===== config.mk =====
export PLATFORM = sky130hd
export DESIGN_NAME = greenhouse_threshold_controller
export DESIGN_NICKNAME = d
export VERILOG_FILES = /design/src/hw/rtl/ght_pkg.sv /design/src/hw/rtl/ght_cmd.sv /design/src/hw/rtl/ght_auto.sv /design/src/hw/rtl/greenhouse_threshold_controller.sv
export SDC_FILE = /design/constraint.sdc
export NUM_CORES = 1
export LEC_CHECK = 0
export ABC_AREA = 1
export ABC_CLOCK_PERIOD_IN_PS = 3400
export BUFFER_PORTS_ARGS = -buffer_cell sky130_fd_sc_hd__buf_2
export CORE_MARGIN = 4
export CORE_UTILIZATION = 60
export DETAILED_ROUTE_END_ITERATION = 8
export MAX_ROUTING_LAYER = met4
export PLACE_DENSITY_LB_ADDON = 0.08
export SLEW_MARGIN = 15
export SYNTH_ARGS = -nofsm -noshare
export SYNTH_HDL_FRONTEND = slang
export SYNTH_SLANG_ARGS = --single-unit

===== constraint.sdc =====
create_clock -name clk -period 3.4 [get_ports clk]
set_clock_uncertainty 0.05 [all_clocks]
set_input_delay 0.51 -clock clk [delete_from_list [all_inputs] [get_ports clk]]
set_output_delay 0.51 -clock clk [all_outputs]
set_load 0.005 [all_outputs]

===== src/hw/rtl/ght_pkg.sv =====
// ght_pkg: types, command codes and reset values shared by the
// greenhouse threshold controller modules. No dependencies.
`timescale 1ns / 1ps

package ght_pkg;

  // actuator bit positions, shared by levels and locks
  localparam int unsigned BIT_HEATER = 0;
  localparam int unsigned BIT_COVER  = 1;
  localparam int unsigned BIT_FAN    = 2;
  localparam int unsigned BIT_PUMP   = 3;

  localparam int unsigned LIMIT_W = 11;
  localparam int unsigned SCALE_SHIFT = 3;  // value byte * 8

  typedef logic [7:0]         byte_t;
  typedef logic [9:0]         adc_t;
  typedef logic [LIMIT_W-1:0] limit_t;
  typedef logic [1:0]         arm_t;
  typedef logic [1:0]         led_t;
  typedef logic [3:0]         act_t;

  // command bytes
  localparam byte_t CMD_HEAT_ON   = 8'h48;  // H
  localparam byte_t CMD_HEAT_OFF  = 8'h68;  // h
  localparam byte_t CMD_COVER_ON  = 8'h43;  // C
  localparam byte_t CMD_COVER_OFF = 8'h63;  // c
  localparam byte_t CMD_FAN_ON    = 8'h46;  // F
  localparam byte_t CMD_FAN_OFF   = 8'h66;  // f
  localparam byte_t CMD_PUMP_ON   = 8'h57;  // W
  localparam byte_t CMD_PUMP_OFF  = 8'h77;  // w
  localparam byte_t CMD_SOIL_LO   = 8'h73;  // s
  localparam byte_t CMD_SOIL_HI   = 8'h53;  // S
  localparam byte_t CMD_LIGHT_LO  = 8'h62;  // b
  localparam byte_t CMD_LIGHT_HI  = 8'h42;  // B
  localparam byte_t CMD_TEMP_LO   = 8'h74;  // t
  localparam byte_t CMD_TEMP_HI   = 8'h54;  // T

  // arm codes
  localparam arm_t ARM_NONE = 2'd0;
  localparam arm_t ARM_LO   = 2'd1;
  localparam arm_t ARM_HI   = 2'd2;

  // LED codes
  localparam led_t LED_GREEN  = 2'd0;
  localparam led_t LED_YELLOW = 2'd1;
  localparam led_t LED_RED    = 2'd2;

  typedef struct packed {
    act_t   levels;
    act_t   locks;
    arm_t   soil_arm;
    arm_t   light_arm;
    arm_t   temp_arm;
    limit_t soil_lo;
    limit_t soil_hi;
    limit_t light_lim;
    limit_t temp_lo;
    limit_t temp_hi;
  } ght_state_t;

  localparam ght_state_t STATE_RESET = '{
    levels:    4'd0,
    locks:     4'd0,
    soil_arm:  ARM_NONE,
    light_arm: ARM_NONE,
    temp_arm:  ARM_NONE,
    soil_lo:   11'd500,
    soil_hi:   11'd800,
    light_lim: 11'd700,
    temp_lo:   11'd16,
    temp_hi:   11'd30
  };

  typedef struct packed {
    logic  cmd_valid;
    byte_t cmd_byte;
    adc_t  light_a;
    adc_t  light_b;
    adc_t  soil_level;
    logic signed [7:0] temperature;
  } ght_item_t;

  typedef struct packed {
    logic cover_open;
    logic pump_on;
    logic fan_on;
    logic heater_on;
    led_t moisture_led;
    act_t lock_flags;
  } ght_result_t;

endpackage


===== src/hw/rtl/ght_cmd.sv =====
// ght_cmd: command step. Decodes the optional command byte into manual
// actuator actions, threshold arming and threshold writes. Uses ght_pkg.
`timescale 1ns / 1ps

module ght_cmd (
  input  ght_pkg::ght_state_t st,
  input  logic                cmd_valid,
  input  ght_pkg::byte_t      cmd_byte,
  output ght_pkg::ght_state_t st_cmd
);
  import ght_pkg::*;

  logic   man_hit;
  logic   man_on;
  act_t   man_mask;
  limit_t value;

  assign value = {cmd_byte, {SCALE_SHIFT{1'b0}}};

  always_comb begin
    man_hit  = 1'b0;
    man_on   = 1'b0;
    man_mask = '0;
    st_cmd   = st;
    if (cmd_valid) begin
      case (cmd_byte)
        CMD_HEAT_ON:   begin man_hit = 1'b1; man_on = 1'b1; man_mask[BIT_HEATER] = 1'b1; end
        CMD_HEAT_OFF:  begin man_hit = 1'b1; man_mask[BIT_HEATER] = 1'b1; end
        CMD_COVER_ON:  begin man_hit = 1'b1; man_on = 1'b1; man_mask[BIT_COVER] = 1'b1; end
        CMD_COVER_OFF: begin man_hit = 1'b1; man_mask[BIT_COVER] = 1'b1; end
        CMD_FAN_ON:    begin man_hit = 1'b1; man_on = 1'b1; man_mask[BIT_FAN] = 1'b1; end
        CMD_FAN_OFF:   begin man_hit = 1'b1; man_mask[BIT_FAN] = 1'b1; end
        CMD_PUMP_ON:   begin man_hit = 1'b1; man_on = 1'b1; man_mask[BIT_PUMP] = 1'b1; end
        CMD_PUMP_OFF:  begin man_hit = 1'b1; man_mask[BIT_PUMP] = 1'b1; end
        CMD_SOIL_LO:   st_cmd.soil_arm  = ARM_LO;
        CMD_SOIL_HI:   st_cmd.soil_arm  = ARM_HI;
        CMD_LIGHT_LO:  st_cmd.light_arm = ARM_LO;
        CMD_LIGHT_HI:  st_cmd.light_arm = ARM_HI;
        CMD_TEMP_LO:   st_cmd.temp_arm  = ARM_LO;
        CMD_TEMP_HI:   st_cmd.temp_arm  = ARM_HI;
        default: begin
          // value byte: load every armed limit; arm code 3 is left alone
          if (st.temp_arm == ARM_LO) begin
            st_cmd.temp_lo  = value;
            st_cmd.temp_arm = ARM_NONE;
          end else if (st.temp_arm == ARM_HI) begin
            st_cmd.temp_hi  = value;
            st_cmd.temp_arm = ARM_NONE;
          end
          if (st.light_arm == ARM_LO || st.light_arm == ARM_HI) begin
            st_cmd.light_lim = value;
            st_cmd.light_arm = ARM_NONE;
          end
          if (st.soil_arm == ARM_LO) begin
            st_cmd.soil_lo  = value;
            st_cmd.soil_arm = ARM_NONE;
          end else if (st.soil_arm == ARM_HI) begin
            st_cmd.soil_hi  = value;
            st_cmd.soil_arm = ARM_NONE;
          end
        end
      endcase
    end
    if (man_hit) begin
      if ((st.locks & man_mask) != '0) begin
        // already locked: just release
        st_cmd.locks = st.locks & ~man_mask;
      end else begin
        st_cmd.levels = man_on ? (st.levels | man_mask) : (st.levels & ~man_mask);
        st_cmd.locks  = st.locks | man_mask;
      end
    end
  end

endmodule


===== src/hw/rtl/ght_auto.sv =====
// ght_auto: automatic step. Compares the readings against the limits and
// drives every unlocked actuator; builds the result beat. Uses ght_pkg.
`timescale 1ns / 1ps

module ght_auto (
  input  ght_pkg::ght_state_t  st_cmd,
  input  ght_pkg::adc_t        light_a,
  input  ght_pkg::adc_t        light_b,
  input  ght_pkg::adc_t        soil_level,
  input  logic signed [7:0]    temperature,
  output ght_pkg::ght_state_t  st_nxt,
  output ght_pkg::ght_result_t res
);
  import ght_pkg::*;

  act_t  want;
  led_t  led;
  logic  temp_hot;
  logic  temp_mid;
  logic signed [LIMIT_W:0] temp_ext;

  // signed reading against unsigned limits, one bit wider
  assign temp_ext = (LIMIT_W + 1)'(temperature);
  assign temp_hot = temp_ext >= $signed({1'b0, st_cmd.temp_hi});
  assign temp_mid = temp_ext >= $signed({1'b0, st_cmd.temp_lo});

  always_comb begin
    want = '0;
    want[BIT_COVER] = ({1'b0, light_a} >= st_cmd.light_lim) &&
                      ({1'b0, light_b} >= st_cmd.light_lim);
    if ({1'b0, soil_level} < st_cmd.soil_lo) begin
      led = LED_GREEN;
    end else if ({1'b0, soil_level} < st_cmd.soil_hi) begin
      led = LED_YELLOW;
    end else begin
      led = LED_RED;
      want[BIT_PUMP] = 1'b1;
    end
    if (temp_hot) begin
      want[BIT_FAN] = 1'b1;
    end else if (!temp_mid) begin
      want[BIT_HEATER] = 1'b1;
    end
    st_nxt        = st_cmd;
    st_nxt.levels = (st_cmd.levels & st_cmd.locks) | (want & ~st_cmd.locks);
  end

  assign res.cover_open   = st_nxt.levels[BIT_COVER];
  assign res.pump_on      = st_nxt.levels[BIT_PUMP];
  assign res.fan_on       = st_nxt.levels[BIT_FAN];
  assign res.heater_on    = st_nxt.levels[BIT_HEATER];
  assign res.moisture_led = led;
  assign res.lock_flags   = st_nxt.locks;

endmodule


===== src/hw/rtl/greenhouse_threshold_controller.sv =====
// Top level: input register, command and automatic steps, state and
// result register. Uses ght_pkg, ght_cmd and ght_auto.
//
//   channel | direction | handshake          | beat
//   in_     | input     | in_valid/in_stall   | command byte + four readings
//   out_    | output    | out_valid/out_stall | actuator levels, LED, locks
//
// One beat per cycle sustained while out_stall is low; an accepted beat reaches
// the outputs through the input register, then the result register.
// State advances as a beat moves from the input register to the result register.
// rst_n (synchronous) clears levels, locks, arms and restores default limits.
// A stalled result holds; the input register keeps one beat meanwhile.
`timescale 1ns / 1ps

module greenhouse_threshold_controller (
  input  logic              clk,
  input  logic              rst_n,
  input  logic              in_valid,
  output logic              in_stall,
  input  logic              in_cmd_valid,
  input  ght_pkg::byte_t    in_cmd_byte,
  input  ght_pkg::adc_t     in_light_a,
  input  ght_pkg::adc_t     in_light_b,
  input  ght_pkg::adc_t     in_soil_level,
  input  logic signed [7:0] in_temperature,
  output logic              out_valid,
  input  logic              out_stall,
  output logic              out_cover_open,
  output logic              out_pump_on,
  output logic              out_fan_on,
  output logic              out_heater_on,
  output ght_pkg::led_t     out_moisture_led,
  output ght_pkg::act_t     out_lock_flags
);
  import ght_pkg::*;

  ght_item_t   item_r;
  logic        item_valid_r;
  ght_state_t  state_r;
  ght_state_t  st_cmd;
  ght_state_t  state_nxt;
  ght_result_t res_nxt;
  ght_result_t res_r;
  logic        res_valid_r;
  logic        out_free;
  logic        advance;
  logic        in_fire;

  assign out_free = !res_valid_r || !out_stall;
  assign advance  = item_valid_r && out_free;
  assign in_stall = item_valid_r && !out_free;
  assign in_fire  = in_valid && !in_stall;

  ght_cmd u_cmd (
    .st        (state_r),
    .cmd_valid (item_r.cmd_valid),
    .cmd_byte  (item_r.cmd_byte),
    .st_cmd    (st_cmd)
  );

  ght_auto u_auto (
    .st_cmd      (st_cmd),
    .light_a     (item_r.light_a),
    .light_b     (item_r.light_b),
    .soil_level  (item_r.soil_level),
    .temperature (item_r.temperature),
    .st_nxt      (state_nxt),
    .res         (res_nxt)
  );

  always_ff @(posedge clk) begin
    if (!rst_n) begin
      item_valid_r <= 1'b0;
      res_valid_r  <= 1'b0;
      state_r      <= STATE_RESET;
    end else begin
      if (in_fire) begin
        item_valid_r <= 1'b1;
      end else if (advance) begin
        item_valid_r <= 1'b0;
      end
      if (advance) begin
        res_valid_r <= 1'b1;
        state_r     <= state_nxt;
      end else if (!out_stall) begin
        res_valid_r <= 1'b0;
      end
    end
  end

  // payload registers, no reset
  always_ff @(posedge clk) begin
    if (in_fire) begin
      item_r.cmd_valid   <= in_cmd_valid;
      item_r.cmd_byte    <= in_cmd_byte;
      item_r.light_a     <= in_light_a;
      item_r.light_b     <= in_light_b;
      item_r.soil_level  <= in_soil_level;
      item_r.temperature <= in_temperature;
    end
    if (advance) begin
      res_r <= res_nxt;
    end
  end

  assign out_valid        = res_valid_r;
  assign out_cover_open   = res_r.cover_open;
  assign out_pump_on      = res_r.pump_on;
  assign out_fan_on       = res_r.fan_on;
  assign out_heater_on    = res_r.heater_on;
  assign out_moisture_led = res_r.moisture_led;
  assign out_lock_flags   = res_r.lock_flags;

endmodule


==> metrics.txt, run 1 <==
outcome=complete, no violations; post-route worst hold slack=slightly above 80 ps; largest net degree at the start of global routing=48; residual antenna-violating net count after detailed routing=0; utilization after layout=0.730; synthesis warning total=0; CTS tree=yes; worst slack after detailed placement=-82.1 ps; layout cells sized above 1=0.217; die area=around 0.013 mm^2; required time of the worst setup path=roughly 3700 ps; number of nets in the final layout=between 900 and 1000; RePlAce Congestion=0.940; worst rel slew slack=0.290; Remaining DRCs=0; worst setup path startpoint=item_r[38]; area of the core region=0.0108 mm^2; RSZ-0062 raised after global routing=true; post-placement cell count=approximately 940; vias after detailed routing=about 5500; Static Leak=between 3 and 4 nW; FMAX=305 MHz; via count of the first global-routing pass=~5400; post-detailed-routing wire length=between 15000 and 20000 um; Max-cap violations=0; net count of the mapped netlist=about 860; Critical Path AT=around 3500 ps; post-layout worst setup margin=roughly 120 ps; Post-CTS Hold Buffers=0; global-route wire length before repair=between 20000 and 30000 um; final setup violation count=0; Max FO, Critical Path=7; starting utilization of the core area=0.612; Avg Synthesized Cell Area=about 9 um^2; Post-synth ARST share=0; global route overflow=0; share of the clock period used by the worst path after layout=0.964; clock-pin slew on the worst setup and hold paths=around 60 ps; final total power=between 3 and 4 mW; area overhead of the layout relative to synthesis=19.1%; root buffer selected by CTS=sky130_fd_sc_hd__clkbuf_8; number of sinks handled by clock tree synthesis=128; mean routed wirelength per cell=approximately 16 um; reg2reg start=item_r[38]; antenna violations before repair=0; number of instances in the synthesized netlist=742; Clk Latency, worst-skew pair=approximately 550 ps; Synth top area share=0.258; Vert. Die Dim=~110 um; Chip Width=113 um; area used by sequential logic in the layout=0.00313 mm^2; post-synth design cell area=between 0.006 and 0.007 mm^2; TritonCTS buffer count=17; peak ir drop on the vdd network=between 0.4 and 0.5 mV; placed standard-cell area=0.00711 mm^2; deepest level of the CTS H-tree=4; most used flip-flop cell after synthesis=sky130_fd_sc_hd__dfxtp_1; footprint of the multi-input gates=just over 0.003 mm^2; number of synthesized register bits=between 100 and 150; number of vias per cell=5.53; Buffers on Ports=62; number of primary I/O pins=between 60 and 70; library cell occupying the most area in the post-synthesis netlist=sky130_fd_sc_hd__edfxtp_1; number of failing hold endpoints at the final stage=0; crit path launch type=flop; sequential element share of the synthesized area=0.472; number of cell rows=38; Clock Path Buffers=2; post-route design area=between 0.007 and 0.008 mm^2; violation count after the first detailed-route iteration=346; final-layout setup total negative slack=0 ps; Fill cells=between 800 and 900; power density over the cells=a little under 500 mW/mm^2; element type at the critical path end=flop; DP Wirelength=10600 um; clock period minus worst slack=about 3300 ps; number of enable-type register cells in the synthesized netlist=57; number of pins exceeding their max-slew limit in the final report=0; router iterations before antenna repair=5; Unique masters post-synth=44; critical path type=flop to flop; non-filler cells in the finished layout=~990; number of antenna repair diodes=0; Min-Delay Path Class=input pin to flop; largest cells by area after synthesis=sky130_fd_sc_hd__edfxtp_1, sky130_fd_sc_hd__dfxtp_1, sky130_fd_sc_hd__ha_1, sky130_fd_sc_hd__nand2_1, sky130_fd_sc_hd__o21ai_0; hold path startpoint=in_cmd_valid; transition time of the tightest slew-check pin=1060 ps; total track usage=0.257
-- layout by cell type, fill, tap and decap left out, drive strengths merged --
cell type / n
nor2: 65
and3: 1
nand2: 154
o21bai: 1
or2: 2
a21o: 1
nor3: 5
ha: 62
and2: 1
nand3: 24
o211ai: 12
or4: 1
o21a: 3
o31ai: 2
clkinvlp: 4
edfxtp: 57
nand4: 8
bufinv: 3
a21oi: 60
nand3b: 3
buf: 93
o21ai: 69
clkbuf: 19
a21boi: 1
xor2: 1
o22ai: 1
inv: 89
a211oi: 21
dfxtp: 71
a31oi: 3
clkinv: 9
-- sequential cells by signal, indices dropped and copies added (netlist names), 2 cells and up --
| name | count |
|---|---|
| item_r | 47 |
| out_moisture_led | 2 |
| state_r | 69 |
| out_lock_flags | 4 |
-- layer usage --
layer | share of wire | GRT usage | wire (um)
met1 | 0.43 | 0.304 | 6560
met2 | 0.50 | 0.422 | 7590
met3 | 0.054 | 0.0599 | 827
met4 | 0.023 | 0.107 | 348
met5 | 0 | - | 0
-- cell families after synthesis --
logic type	share of synthesized area
XOR/XNOR	0.00132
flip-flops	0.472
AO/OA/AOI/OAI	0.152
AND/OR/NAND/NOR	0.190
adder cells (fa/ha/maj)	0.117
buffers and inverters	0.0684
-- worst max-delay path: stages (launching register included) --
cell	delay [ps]
sky130_fd_sc_hd__edfxtp_1	470
sky130_fd_sc_hd__inv_2	120
sky130_fd_sc_hd__nand2_2	80
sky130_fd_sc_hd__nor2_1	200
sky130_fd_sc_hd__nand2_1	100
sky130_fd_sc_hd__nand2_2	120
sky130_fd_sc_hd__nor2_8	50
sky130_fd_sc_hd__and2_4	160
sky130_fd_sc_hd__nand2_4	80
sky130_fd_sc_hd__clkinvlp_4	170
sky130_fd_sc_hd__nand2_1	110
sky130_fd_sc_hd__o21ai_2	80
sky130_fd_sc_hd__ha_1	290
sky130_fd_sc_hd__a21oi_1	140
sky130_fd_sc_hd__or2_4	130
sky130_fd_sc_hd__nand3_2	60
sky130_fd_sc_hd__nand2_1	60
sky130_fd_sc_hd__nand3b_1	110
sky130_fd_sc_hd__a21oi_1	170
sky130_fd_sc_hd__o21bai_1	110
sky130_fd_sc_hd__nand3b_1	110
sky130_fd_sc_hd__nand2_1	50
-- cell type report --
class | count | share of cell area
clock inverter | 13 | 0.0204
sequential | 128 | 0.396
clock buffer | 19 | 0.0558
multi-input combinational | 501 | 0.392
timing repair buffer | 93 | 0.0686
inverter | 91 | 0.0440
timing repair inverter | 1 | 0.000949
tap | 140 | 0.0221
-- cell usage after synthesis, types with 2 or more instances --
cell type                  number
sky130_fd_sc_hd__nand2_1      140
sky130_fd_sc_hd__inv_1         78
sky130_fd_sc_hd__dfxtp_1       71
sky130_fd_sc_hd__ha_1          62
sky130_fd_sc_hd__o21ai_0       61
sky130_fd_sc_hd__a21oi_1       59
sky130_fd_sc_hd__edfxtp_1      57
sky130_fd_sc_hd__nor2_1        54
sky130_fd_sc_hd__a211oi_1      21
sky130_fd_sc_hd__nand3_1       21
sky130_fd_sc_hd__clkbuf_1      11
sky130_fd_sc_hd__inv_2         11
sky130_fd_sc_hd__nand2_2       11
sky130_fd_sc_hd__nand4_1        8
sky130_fd_sc_hd__o21ai_1        8
sky130_fd_sc_hd__o211ai_1       7
sky130_fd_sc_hd__buf_2          6
sky130_fd_sc_hd__nor2_4         5
sky130_fd_sc_hd__o211ai_2       5
sky130_fd_sc_hd__nor3_1         4
sky130_fd_sc_hd__a31oi_1        3
sky130_fd_sc_hd__nand2_4        3
sky130_fd_sc_hd__nand3b_1       3
sky130_fd_sc_hd__nor2_2         3
sky130_fd_sc_hd__nor2_8         3
sky130_fd_sc_hd__o21a_1         3
sky130_fd_sc_hd__buf_4          2
sky130_fd_sc_hd__buf_6          2
sky130_fd_sc_hd__clkinv_1       2
sky130_fd_sc_hd__nand3_4        2
sky130_fd_sc_hd__o31ai_1        2
sky130_fd_sc_hd__or2_2          2
-- path summary, 6_finish.rpt --
path / slack [ps] / depth (start not counted) / endpoint
worst min register to register: 380 / 2 / state_r[11]
worst max-delay path: 120 / 21 / out_cover_open
worst min-delay path: 80 / 1 / item_r[46]
worst max register to register: 120 / 21 / out_cover_open
-- power breakdown --
group          total [mW]  internal (mW)  switching (mW)  leakage [nW]
logic               0.299          0.115           0.183          2.19
clock network        1.84           1.15           0.686         0.289
registers            1.71           1.67          0.0337          1.13
-- repair_timing --
action | in CTS | in global routing
pin swaps | 0 | 12
setup endpoints to repair | 2 | 6
setup buffers | 0 | 18
resized for setup | 3 | 18
cloned | 1 | 0
No activity file was read; power rests on OpenSTA's default activity.
==> run 2, diff against run 1 <==
--- a/config.mk
+++ b/config.mk
@@ -11,8 +11,10 @@
 export CORE_MARGIN = 4
 export CORE_UTILIZATION = 60
 export DETAILED_ROUTE_END_ITERATION = 8
+export HOLD_SLACK_MARGIN = 0.08
 export MAX_ROUTING_LAYER = met4
 export PLACE_DENSITY_LB_ADDON = 0.08
+export RECOVER_POWER = 50
 export SLEW_MARGIN = 15
 export SYNTH_ARGS = -nofsm -noshare
 export SYNTH_HDL_FRONTEND = slang
==> run 2 against run 1 <==
Effect of this change: the flow now finishes with violations (max-capacitance violations, max-slew violations); non-clock buffer count is 25 higher; register-to-register slack hardly changed; sequential cell count stayed put; clock-buffer cell count stayed put; final area is 2.9% higher; largest power group unchanged.
==> metrics.txt, run 2 (synthesis gave the netlist of run 1 again) <==
element type at the critical path end=flop (unchanged); non-filler cells in the finished layout=1011 (was 986); root buffer selected by CTS=sky130_fd_sc_hd__clkbuf_8 (unchanged); CTS tree=yes (unchanged); residual antenna-violating net count after detailed routing=0 (unchanged); violation count after the first detailed-route iteration=395 (was 346); RePlAce Congestion=0.940 (unchanged); Clock Path Buffers=2 (unchanged); number of antenna repair diodes=0 (unchanged); clock period minus worst slack=3270 ps (was 3280 ps); via count of the first global-routing pass=5534 (was 5391); number of vias per cell=5.43 (was 5.53); flip-flop count of the largest register after layout=69 (unchanged); RSZ-0062 raised after global routing=true (unchanged); outcome=complete, but fails checks (was complete, no violations); peak ir drop on the vdd network=0.470 mV (was 0.464 mV); antenna violations before repair=0 (unchanged); Fill cells=798 (was 817); failing checks=max-capacitance violations, max-slew violations; critical path type=flop to flop (unchanged); post-route worst hold slack=98.8 ps (was 82.8 ps); register-to-register setup slack=130 ps (was 120 ps); DP Wirelength=10600 um (unchanged); number of failing hold endpoints at the final stage=0 (unchanged); reg2reg start=item_r[45] (was item_r[38]); hold path startpoint=in_light_a[9] (was in_cmd_valid); Remaining DRCs=0 (unchanged); number of sinks handled by clock tree synthesis=128 (unchanged); TritonCTS buffer count=17 (unchanged); worst rel slew slack=-0.276 (was 0.290); router iterations before antenna repair=5 (unchanged); area overhead of the layout relative to synthesis=22.7% (was 19.1%); power density over the cells=474 mW/mm^2 (was 486 mW/mm^2); most frequent cells in the layout=sky130_fd_sc_hd__nand2_1, sky130_fd_sc_hd__inv_1, sky130_fd_sc_hd__dfxtp_1, sky130_fd_sc_hd__ha_1, sky130_fd_sc_hd__a21oi_1 (was sky130_fd_sc_hd__nand2_1, sky130_fd_sc_hd__inv_1, sky130_fd_sc_hd__dfxtp_1, sky130_fd_sc_hd__ha_1, sky130_fd_sc_hd__buf_2); worst setup path startpoint=item_r[45] (was item_r[38]); global route overflow=0 (unchanged); register name with the most flops=state_r (unchanged); CP max stage cell=sky130_fd_sc_hd__edfxtp_1 (unchanged); crit-path cells=inv_4 -> nand2_4 -> nor2_4 -> nand2_2 -> nand2_4 -> nor2_8 -> and2_4 -> nand2_4 -> clkinvlp_4 -> nand2_1 -> o21ai_2 -> ha_1 -> a21oi_1 -> or2_4 -> nand3_2 -> nand2_1 -> nand3b_1 -> a21oi_1 -> o21bai_1 -> nand3b_1 -> nand2_1 (was inv_2 -> nand2_2 -> nor2_1 -> nand2_1 -> nand2_2 -> nor2_8 -> and2_4 -> nand2_4 -> clkinvlp_4 -> nand2_1 -> o21ai_2 -> ha_1 -> a21oi_1 -> or2_4 -> nand3_2 -> nand2_1 -> nand3b_1 -> a21oi_1 -> o21bai_1 -> nand3b_1 -> nand2_1); transition time of the tightest slew-check pin=1910 ps (was 1060 ps); number of primary I/O pins=63 (unchanged); total track usage=0.265 (was 0.257); number of pins exceeding their max-slew limit in the final report=85 (was 0); number of nets in the final layout=971 (was 946); slowest stage delay, CP=450 ps (was 470 ps); Clk Latency, worst-skew pair=540 ps (was 550 ps); vias after detailed routing=5491 (was 5450); final total power=3.86 mW (was 3.85 mW); Buffers on Ports=62 (unchanged); mean routed wirelength per cell=15.5 um (about the same); Critical Path AT=3510 ps (was 3530 ps); most frequent standard cell in the layout excluding fill and tap cells=sky130_fd_sc_hd__nand2_1 (unchanged); post-detailed-routing wire length=15700 um (was 15300 um); clock-pin slew on the worst setup and hold paths=60 ps (about the same); worst path bufs/invs=2 (unchanged); Max-cap violations=2 (was 0); Max FO, Critical Path=7 (unchanged); Chip Width=113 um (unchanged); Min-Delay Path Class=input pin to flop (unchanged); area of the core region=0.0108 mm^2 (unchanged); post-placement cell count=935 (unchanged); crit path launch type=flop (unchanged); die area=0.0128 mm^2 (unchanged); FMAX=306 MHz (was 305 MHz); starting utilization of the core area=0.612 (unchanged); Vert. Die Dim=113 um (unchanged); largest net degree at the start of global routing=48 (unchanged); layout cells sized above 1=0.199 (was 0.217); cell family with the largest share of critical-path delay=simple AND/OR/NAND/NOR gates (unchanged); Static Leak=3.68 nW (was 3.61 nW); number of cell rows=38 (unchanged); required time of the worst setup path=3640 ps (was 3650 ps); deepest level of the CTS H-tree=4 (unchanged); share of the clock period used by the worst path after layout=0.962 (was 0.964); global-route wire length before repair=25800 um (was 25100 um); final setup violation count=0 (unchanged)
## run 2: cell types whose count changed in the layout (fill, tap and decap cells not counted), sizes merged
cell         before  now
dlygate4sd3       0   25
buf              93   83
clkbuf           19   29
## run 2: stage by stage
stage               setup TNS, ps   util  area, um^2  setup slack [ps]
floorplan                       0      -        6640               300
global placement            -15.6  0.656        7110             -15.6
detailed placement           -150  0.656        7110             -82.1
CTS                             0  0.734        7960              26.3
global route                 -292  0.751        8140              -153
finish                          0  0.751        8140               130
## run 2: metal layers
| metal | global-route usage | wire length, um |
|---|---|---|
| met4 | 0.107 | 392 |
| met3 | 0.0610 | 863 |
| met2 | 0.445 | 7860 |
| met1 | 0.308 | 6600 |
| met5 | - | 0 |
## run 2: final timing paths
kind,endpoint,cells past startpoint
hold reg to reg,state_r[11],2
setup reg to reg,out_cover_open,21
setup / recovery,out_cover_open,21
hold / removal,item_r[37],1
## run 2: power breakdown
part,switching [mW],internal [mW]
clock,0.682,1.16
combinational,0.187,0.132
sequential,0.0334,1.67
## run 2: area by class of cell
type	instances	area [um^2]	share of cell area
Clock inverter	13	161	0.0198
Inverter	91	348	0.0427
Timing Repair inverter	1	7.51	0.000922
Clock buffer	19	442	0.0542
Timing Repair Buffer	118	776	0.0953
Multi-Input combinational cell	501	3100	0.381
Tap cell	140	175	0.0215
Sequential cell	128	3130	0.385
## run 2: worst reg2reg max path, stage by stage (launching register included)
cell	delay, ps
sky130_fd_sc_hd__edfxtp_1	450
sky130_fd_sc_hd__inv_4	110
sky130_fd_sc_hd__nand2_4	70
sky130_fd_sc_hd__nor2_4	220
sky130_fd_sc_hd__nand2_2	110
sky130_fd_sc_hd__nand2_4	100
sky130_fd_sc_hd__nor2_8	60
sky130_fd_sc_hd__and2_4	180
sky130_fd_sc_hd__nand2_4	80
sky130_fd_sc_hd__clkinvlp_4	170
sky130_fd_sc_hd__nand2_1	120
sky130_fd_sc_hd__o21ai_2	80
sky130_fd_sc_hd__ha_1	290
sky130_fd_sc_hd__a21oi_1	140
sky130_fd_sc_hd__or2_4	130
sky130_fd_sc_hd__nand3_2	60
sky130_fd_sc_hd__nand2_1	60
sky130_fd_sc_hd__nand3b_1	110
sky130_fd_sc_hd__a21oi_1	170
sky130_fd_sc_hd__o21bai_1	110
sky130_fd_sc_hd__nand3b_1	110
sky130_fd_sc_hd__nand2_1	50
## run 2: repair_timing
item / 4_1_cts / 5_1_grt
setup buffers: 0 / 18
pin swaps: 0 / 12
endpoints found under the setup margin: 2 / 6
gates cloned: 1 / 0
hold buffers: 23 / 2
hold endpoints to repair: 23 / 2
resized for setup: 3 / 18
==> run 3, diff against run 2 <==
--- a/config.mk
+++ b/config.mk
@@ -7,10 +7,10 @@
 export LEC_CHECK = 0
 export ABC_AREA = 1
 export ABC_CLOCK_PERIOD_IN_PS = 3400
-export BUFFER_PORTS_ARGS = -buffer_cell sky130_fd_sc_hd__buf_2
 export CORE_MARGIN = 4
-export CORE_UTILIZATION = 60
+export CORE_UTILIZATION = 64
 export DETAILED_ROUTE_END_ITERATION = 8
+export DONT_BUFFER_PORTS = 1
 export HOLD_SLACK_MARGIN = 0.08
 export MAX_ROUTING_LAYER = met4
 export PLACE_DENSITY_LB_ADDON = 0.08
==> run 3 against run 2 <==
Effect of this change: the flow finishes with violations (negative setup slack); sequential power hardly changed; sequential share of layout area is 0.50 points higher; final cell count is 4.9% lower; clock-buffer cell count stayed put; final area is 1.3% lower; combinational power is 2% lower; critical path type unchanged; critical endpoint unchanged; largest power group is now sequential cells.
==> metrics.txt, run 3 (synthesis gave the netlist of run 1 again) <==
top layer used by detailed routing=met4 (unchanged); area of the core region=0.00995 mm^2 (was 0.0108 mm^2); number of vias per cell=5.80 (was 5.43); placed standard-cell area=0.00678 mm^2 (was 0.00711 mm^2); failing checks=negative setup slack (was max-capacitance violations, max-slew violations); total track usage=0.294 (was 0.265); Static Leak=3.48 nW (was 3.68 nW); Buffers on Ports=0 (was 62); die area=0.0121 mm^2 (was 0.0128 mm^2); starting utilization of the core area=0.667 (was 0.612); global-route wire length before repair=26100 um (was 25800 um); required time of the worst setup path=3640 ps (about the same); CTS tree=yes (unchanged); DP Wirelength=10600 um (about the same); post-layout worst setup margin=-9.92 ps (was 130 ps); worst path bufs/invs=4 (was 2); FMAX=293 MHz (was 306 MHz); crit-path cells=inv_4 -> nand2_4 -> nor2_4 -> nand2_2 -> nand2_4 -> nor2_8 -> and2_4 -> nand2_4 -> clkinvlp_4 -> buf_6 -> o21ai_4 -> ha_4 -> nand2_2 -> or2_4 -> nand3_2 -> nand2_1 -> nand3b_1 -> nand3_1 -> nand3_1 -> nand2_1 -> inv_2 -> nand3b_1 -> nand2_1 (was inv_4 -> nand2_4 -> nor2_4 -> nand2_2 -> nand2_4 -> nor2_8 -> and2_4 -> nand2_4 -> clkinvlp_4 -> nand2_1 -> o21ai_2 -> ha_1 -> a21oi_1 -> or2_4 -> nand3_2 -> nand2_1 -> nand3b_1 -> a21oi_1 -> o21bai_1 -> nand3b_1 -> nand2_1); residual antenna-violating net count after detailed routing=0 (unchanged); transition time of the tightest slew-check pin=1010 ps (was 1910 ps); number of nets in the final layout=929 (was 971); Routed met3 length=1030 um (was 863 um); worst rel slew slack=0.324 (was -0.276); global route overflow=0 (unchanged); post-detailed-routing wire length=16500 um (was 15700 um); antenna violations before repair=0 (unchanged); cell family with the largest share of critical-path delay=simple AND/OR/NAND/NOR gates (unchanged); most frequent cells in the layout=sky130_fd_sc_hd__nand2_1, sky130_fd_sc_hd__inv_1, sky130_fd_sc_hd__dfxtp_1, sky130_fd_sc_hd__ha_1, sky130_fd_sc_hd__edfxtp_1 (was sky130_fd_sc_hd__nand2_1, sky130_fd_sc_hd__inv_1, sky130_fd_sc_hd__dfxtp_1, sky130_fd_sc_hd__ha_1, sky130_fd_sc_hd__a21oi_1); crit path launch type=flop (unchanged); clock period minus worst slack=3410 ps (was 3270 ps); RePlAce Congestion=1.00 (was 0.940); mean routed wirelength per cell=17.2 um (was 15.5 um); Chip Width=110 um (was 113 um); post-route worst hold slack=126 ps (was 98.8 ps); detailed route wirelength on metal2=8390 um (was 7860 um); element type at the critical path end=flop (unchanged); Clk Latency, worst-skew pair=540 ps (about the same); TritonCTS buffer count=17 (unchanged); Met1 Routed Length=6600 um (about the same); critical path type=flop to flop (unchanged); Max FO, Critical Path=7 (unchanged); via count of the first global-routing pass=5503 (was 5534); layout cells sized above 1=0.153 (was 0.199); slowest stage delay, CP=460 ps (was 450 ps); most frequent standard cell in the layout excluding fill and tap cells=sky130_fd_sc_hd__nand2_1 (unchanged); number of antenna repair diodes=0 (unchanged); Min-Delay Path Class=input pin to flop (unchanged); final setup violation count=1 (was 0); worst slack after detailed placement=-134 ps (was -82.1 ps); number of sinks handled by clock tree synthesis=128 (unchanged); Max-cap violations=0 (was 2); Clock Path Buffers=2 (unchanged); post-route design area=0.00804 mm^2 (was 0.00814 mm^2); final total power=3.63 mW (was 3.86 mW); Vert. Die Dim=110 um (was 113 um); CP max stage cell=sky130_fd_sc_hd__edfxtp_1 (unchanged); power density over the cells=451 mW/mm^2 (was 474 mW/mm^2); number of primary I/O pins=63 (unchanged); number of cell rows=36 (was 38); register name with the most flops=state_r (unchanged); clock-pin slew on the worst setup and hold paths=60 ps (about the same); share of the clock period used by the worst path after layout=1.00 (was 0.962); outcome=complete, but fails checks (unchanged); largest net degree at the start of global routing=48 (unchanged); root buffer selected by CTS=sky130_fd_sc_hd__clkbuf_8 (unchanged); number of pins exceeding their max-slew limit in the final report=0 (was 85); deepest level of the CTS H-tree=4 (unchanged); peak ir drop on the vdd network=0.674 mV (was 0.470 mV); vias after detailed routing=5577 (was 5491); Critical Path AT=3650 ps (was 3510 ps); router iterations before antenna repair=5 (unchanged); number of failing hold endpoints at the final stage=0 (unchanged); RSZ-0062 raised after global routing=true (unchanged); Remaining DRCs=0 (unchanged); flip-flop count of the largest register after layout=69 (unchanged); area overhead of the layout relative to synthesis=21.1% (was 22.7%); violation count after the first detailed-route iteration=500 (was 395)
run 3: cell types whose count changed in the layout (fill, tap and decap cells not counted), moves of 4 or more:
cell / before / now
sky130_fd_sc_hd__nand2_1: 139 / 135
sky130_fd_sc_hd__buf_4: 29 / 25
sky130_fd_sc_hd__clkinv_4: 4 / 0
sky130_fd_sc_hd__buf_2: 54 / 0
sky130_fd_sc_hd__dlygate4sd3_1: 25 / 47
sky130_fd_sc_hd__nand2_2: 8 / 14
sky130_fd_sc_hd__clkinvlp_4: 4 / 9
sky130_fd_sc_hd__clkbuf_1: 10 / 2
run 3: layout make-up:
type	count	area (um^2)
Clock buffer	19	422
Sequential cell	128	3130
Clock inverter	12	96.3
Fill cell	623	1920
Tap cell	133	166
Inverter	91	354
Multi-Input combinational cell	501	3150
Timing Repair Buffer	75	701
Timing Repair inverter	2	12.5
run 3: power by group:
| part | switching [mW] | internal [mW] |
|---|---|---|
| Sequential | 0.0377 | 1.67 |
| Combinational | 0.185 | 0.129 |
| Clock | 0.652 | 0.951 |
| Total | 0.876 | 2.75 |
run 3: metal layers:
metal | track usage | vias up
met5 | - | -
met4 | 0.126 | 0
met3 | 0.0693 | 46
met2 | 0.481 | 213
met1 | 0.346 | 2641
li1 | - | 2677
run 3: final timing paths:
kind / start / endpoint / slack [ps] / cells after the start
max reg2reg: item_r[45] / out_cover_open / -10 / 23
max: item_r[45] / out_cover_open / -10 / 23
min reg2reg: state_r[13] / state_r[13] / 380 / 2
min: in_valid / item_valid_r / 130 / 2
run 3: through the flow:
step                      cells  TNS, ps  utilization
after floorplan             742        0            -
after global placement      864        0        0.681
after detailed placement    864     -246        0.681
after CTS                   945        0        0.784
after global routing        961     -478        0.807
final                       961    -9.92        0.807
run 3: repair_timing:
item	4_1_cts	5_1_grt
buffers inserted	1	15
endpoints found under the setup margin	2	6
pin swaps	0	8
hold buffers	48	0
gates cloned	1	1
endpoints found under the hold margin	82	0
gates resized for setup	3	33
